==> src/rtl/mbhr_pkg.sv <==
// types and constants for the holding register server
// no dependencies
package mbhr_pkg;
  typedef struct packed {
    logic [7:0] pdu_byte;
    logic       frame_last;
    logic       frame_empty;
  } req_word_t;

  typedef struct packed {
    logic [7:0] resp_byte0;
    logic [7:0] resp_byte1;
    logic [7:0] resp_byte2;
    logic [7:0] resp_byte3;
    logic [2:0] valid_bytes;
    logic       resp_last;
    logic       resp_status;
  } resp_word_t;

  localparam logic [7:0] FC_READ       = 8'd3;
  localparam logic [7:0] FC_WRITE_ONE  = 8'd6;
  localparam logic [7:0] FC_WRITE_MANY = 8'd16;
  localparam logic [7:0] EXC_FUNCTION  = 8'd1;
  localparam logic [7:0] EXC_ADDRESS   = 8'd2;
  localparam logic [7:0] EXC_VALUE     = 8'd3;
  localparam logic [15:0] READ_MAX     = 16'd125;
  localparam logic [15:0] WRITE_MAX    = 16'd123;
  localparam logic [15:0] FIXED_LEN    = 16'd5;
  localparam logic [15:0] HEADER_LEN   = 16'd6;

  typedef enum logic [3:0] {
    ST_CLEAR, ST_RECV, ST_CHECK, ST_HDR, ST_RD_REQ, ST_RD_WAIT,
    ST_EMIT, ST_COMMIT, ST_WRITE1, ST_EMPTY
  } state_t;

  typedef enum logic [1:0] {
    RK_EXC, RK_ECHO, RK_READ
  } resp_kind_t;

  // controller commands to datapath
  typedef struct packed {
    logic take;        // absorb a request byte
    logic clr_frame;   // drop frame fields
    logic clr_step;    // clear memory sweep / pointer
    logic clr_write;   // write zero at sweep pointer
    logic step_inc;    // advance sweep/index
    logic rd_issue;    // read register at addr+index
    logic rd_latch;    // latch read data into byte buffer
    logic hdr_load;    // load response header bytes
    logic emit_pop;    // response word taken
    logic wr_one;      // single write
    logic wr_stage;    // copy staged word
    logic empty_load;  // load empty-status word
  } cmd_t;

  typedef struct packed {
    logic       step_done;  // commit index at its end
    logic       clr_done;
    logic       resp_done;  // last response word is in the buffer
    logic       buf_need;   // byte buffer wants another register word
    resp_kind_t kind;       // outcome of checks
  } stat_t;
endpackage

==> src/rtl/mbhr_ctrl.sv <==
// controller state machine of the holding register server
// depends on mbhr_pkg
module mbhr_ctrl (
  input  logic              clk,
  input  logic              rst,
  input  logic              in_valid,
  input  logic              in_last,
  input  logic              in_empty,
  output logic              in_stall,
  output logic              out_valid,
  input  logic              out_stall,
  input  mbhr_pkg::stat_t   st,
  output mbhr_pkg::cmd_t    cmd
);
  mbhr_pkg::state_t state, state_next;

  always_ff @(posedge clk) begin
    if (rst) state <= mbhr_pkg::ST_CLEAR;
    else     state <= state_next;
  end

  always_comb begin
    state_next = state;
    cmd = '0;
    in_stall = 1'b1;
    out_valid = 1'b0;
    unique case (state)
      mbhr_pkg::ST_CLEAR: begin
        cmd.clr_write = 1'b1;
        cmd.step_inc = 1'b1;
        if (st.clr_done) begin
          cmd.clr_step = 1'b1;
          state_next = mbhr_pkg::ST_RECV;
        end
      end
      mbhr_pkg::ST_RECV: begin
        in_stall = 1'b0;
        if (in_valid) begin
          if (in_empty) begin
            cmd.clr_frame = 1'b1;
            cmd.empty_load = 1'b1;
            state_next = mbhr_pkg::ST_EMPTY;
          end else begin
            cmd.take = 1'b1;
            if (in_last) state_next = mbhr_pkg::ST_CHECK;
          end
        end
      end
      mbhr_pkg::ST_CHECK: begin
        // check outcome comes straight from the datapath, which also registers it
        cmd.clr_step = 1'b1;
        state_next = mbhr_pkg::ST_HDR;
        if (st.kind == mbhr_pkg::RK_ECHO) begin
          state_next = mbhr_pkg::ST_COMMIT;
        end
      end
      mbhr_pkg::ST_COMMIT: begin
        // single write or staged copy, then header
        cmd.wr_one = 1'b1;
        cmd.wr_stage = 1'b1;
        cmd.step_inc = 1'b1;
        if (st.step_done) begin
          cmd.clr_step = 1'b1;
          state_next = mbhr_pkg::ST_HDR;
        end
      end
      mbhr_pkg::ST_HDR: begin
        cmd.hdr_load = 1'b1;
        state_next = mbhr_pkg::ST_EMIT;
      end
      mbhr_pkg::ST_RD_REQ: begin
        cmd.rd_issue = 1'b1;
        state_next = mbhr_pkg::ST_RD_WAIT;
      end
      mbhr_pkg::ST_RD_WAIT: begin
        cmd.rd_latch = 1'b1;
        cmd.step_inc = 1'b1;
        state_next = mbhr_pkg::ST_EMIT;
      end
      mbhr_pkg::ST_EMIT: begin
        if (st.buf_need) begin
          state_next = mbhr_pkg::ST_RD_REQ;
        end else begin
          out_valid = 1'b1;
          if (!out_stall) begin
            cmd.emit_pop = 1'b1;
            if (st.resp_done) begin
              cmd.clr_frame = 1'b1;
              state_next = mbhr_pkg::ST_RECV;
            end
          end
        end
      end
      mbhr_pkg::ST_EMPTY: begin
        out_valid = 1'b1;
        if (!out_stall) state_next = mbhr_pkg::ST_RECV;
      end
      mbhr_pkg::ST_WRITE1: state_next = mbhr_pkg::ST_RECV;
      default: state_next = mbhr_pkg::ST_RECV;
    endcase
  end
endmodule

==> config.mk <==
export PLATFORM = sky130hd
export DESIGN_NAME = mbhr_ctrl
export DESIGN_NICKNAME = d
export VERILOG_FILES = /design/src/rtl/mbhr_pkg.sv /design/src/rtl/mbhr_ctrl.sv
export SDC_FILE = /design/constraint.sdc
export NUM_CORES = 1
export LEC_CHECK = 0
export ABC_AREA = 1
export ABC_CLOCK_PERIOD_IN_PS = 3100
export BUFFER_PORTS_ARGS = -buffer_cell sky130_fd_sc_hd__buf_2
export CORE_MARGIN = 4
export CORE_UTILIZATION = 24
export CTS_BUF_LIST = sky130_fd_sc_hd__clkbuf_16
export DETAILED_ROUTE_END_ITERATION = 12
export GPL_TIMING_DRIVEN = 1
export SYNTH_ARGS = -nofsm -noshare
export SYNTH_HDL_FRONTEND = slang
export SYNTH_SLANG_ARGS = --single-unit
export TNS_END_PERCENT = 10
==> constraint.sdc <==
create_clock -name clk -period 3.1 [get_ports clk]
set_clock_uncertainty 0.2 [all_clocks]
set_input_delay 0.62 -clock clk [delete_from_list [all_inputs] [get_ports clk]]
set_output_delay 0.62 -clock clk [all_outputs]
set_load 0.02 [all_outputs]
==> results.cfg <==
[clock_network]
cts_htree_levels = 1
postCtsHoldBufs = 0
numClockSinks = 4
cts-root-buf = clkbuf_16
clk_path_buf_depth = 2
cts_tree = built
postCtsSetupBuffers = 0
cts_inserted_buffers = 3
worst_skew_pair.late_latency_ps = 220
clk_pin_slew_ps = 30
cts_resized = 0

[logic_synthesis]
syn_nets = 101
synth_area_um2 = 465.4
synth_seq_cells = 4
synth_area_per_cell_um2 = 5.230
synth_cell_type_count = 18
syn_inst = 89
ys_warn_count = 0
ys_seq_area_share_pct = 17.20

[floorplanning]
design.die.area_um2 = 2708
die_w_um = 52.04
num_rows = 15
ioPinCount = 26
coreArea_um2 = 1783
die_h_um = 52.04
initial_core_util_pct = 26.11

[timing]
timing.fmax_mhz = 434.8
setup_tns_ps = 0
finalHoldViolCount = 0
setup_viol = 0
period_share_pct = 74.20
rsz0062_at_grt = false
finalCriticalPeriod_ps = 2300
worst-slew-pin-transition_ps = 291.0
slew_headroom_pct = 80.57
setup_ws_ps = 799.9
drv_slew = 0

[routing]
wl_per_cell_um = 9.943
drc = 0
vias = 624
post_drt_via_cell_ratio = 4.426
wirelength_mm = 1.402
dr.pass1.iters = 4
ant_nets = 0
drtIter0Drc = 10

[placed_design]
placement.io_buffers = 25
post-dp-hpwl_mm = 1.180
gp_congestion = 0.8959
dpl.cell_count = 138
place_ws_ps = 1007

[layout]
top_regs = state x4
final_common_cell = buf_2
fin_cells = 141
area_delta_synth_final_pct = 48.12
seq_area_um2 = 80.08
largest_reg_flops = 4
multiInputGateArea_um2 = 317.8
fillers = 192
drive_gt1_share_pct = 34.48
largest-register = state
finalNetCount = 130
antenna_cells = 0
final_cell_mix = 25 x buf_2, 23 x nor2_1, 21 x nand2_1

[setup_path]
worstSetupPathType = reg2out
regToRegStartpoint = state[1]
r2r-end = state[2]
arrival_ps = 1480
cp.required_ps = 2280
reg2reg_slack_ps = 1610
start_kind = register
reg2reg_depth = 6
critPathLaunch = state[2]
cp-end-kind = primary output
path_max_fanout = 5

[global_route]
grtUsageTotal_pct = 11.06
globalRoute.totalOverflow = 0
grt_max_degree = 8
grt_pass1_wl_mm = 2.201
antenna_found_initial = 0
grt_pass1_vias = 539

[flow_run]
drv_cap = 0

[pwr]
p_int_uw = 361.6
power_uw = 687.6
p_sw_share_pct = 47.41
p_leak_uw = 0.0004034
clockPowerShare_pct = 28.9
share_seq_of_total_power_pct = 14.0
p_switching_uw = 326.0
power.density_nw_per_um2 = 997.3
p_comb_share_pct = 57.1
vdd_ir_drop_max_mv = 0.4979

[outcome]
outcome = complete, no violations

[hold_path]
hold_class = reg2reg
min_path_cells = 2
hold_path_startpoint = state[1]
whs_endpoint = state[2]
==> through the flow <==
stage	hold WS (ps)	cell area [um^2]	utilization, %
2_1_floorplan	347.3	465.4	-
3_3_place_gp	388.1	614.3	34.46
3_5_place_dp	383.2	614.3	34.46
4_1_cts	394.9	689.4	38.67
5_1_grt	407.2	689.4	38.67
6_report	388.9	689.4	38.67
==> cell families after synthesis <==
group                  share of synthesized area (%)
and+or+nand+nor                                59.41
buffers and inverters                          14.52
DFF                                            17.20
AOI/OAI and AO/OA                              8.871
==> layout make-up <==
class                      count  share of cell area [%]
tap                           25                   4.537
multi-input combinational     68                   46.10
inverter                      16                   8.711
sequential                     4                   11.62
clock buffer                   3                   10.89
timing repair buffer          25                   18.15
==> cells in the mapped netlist (all sizes together) <==
cell    number  area, um^2
nand2       22       85.09
nor2        27       121.4
buf          1       7.510
or2          1       6.260
nor3b        1       12.51
o211ai       1       7.510
o21ai        1       5.000
dfxtp        4       80.08
nand4        1       6.260
a21oi        5       28.78
nor3         1       5.000
inv         16       60.06
nand3        8       40.04
==> worst max-delay path by stage <==
stage | endpoint | slack [ps] | cells past startpoint
after floorplan | cmd[9] | 870 | 5
after global placement | cmd[10] | 1050 | 7
after detailed placement | cmd[10] | 1010 | 7
after CTS | cmd[10] | 800 | 7
after global routing | cmd[9] | 700 | 5
final | cmd[10] | 800 | 7
==> metal layers <==
metal	wire length (um)	vias to the layer above	share of wire (%)	GRT usage (%)
met1	584	264	42	11.66
met5	0	-	0	0
met4	36	0	2.6	8.734
li1	-	329	-	-
met3	147	4	10	3.438
met2	634	27	45	17.99
==> power groups by stage <==
stage                     Combinational, uW  Clock (uW)  Sequential, uW
after floorplan                         288           0            93.4
after global placement                  394           0            96.5
after detailed placement                394           0            97.3
after CTS                               395         202            96.9
after global routing                    440         206            99.3
final                                   392         199            96.4
==> critical path, stage by stage (launching register included) <==
cell	delay, ps
dfxtp_1	400
nand2_1	180
nor2_1	180
nand2_1	110
nor2_1	130
nand2_1	70
nand2_1	50
buf_2	150
No activity file was read; power rests on OpenSTA's default activity.
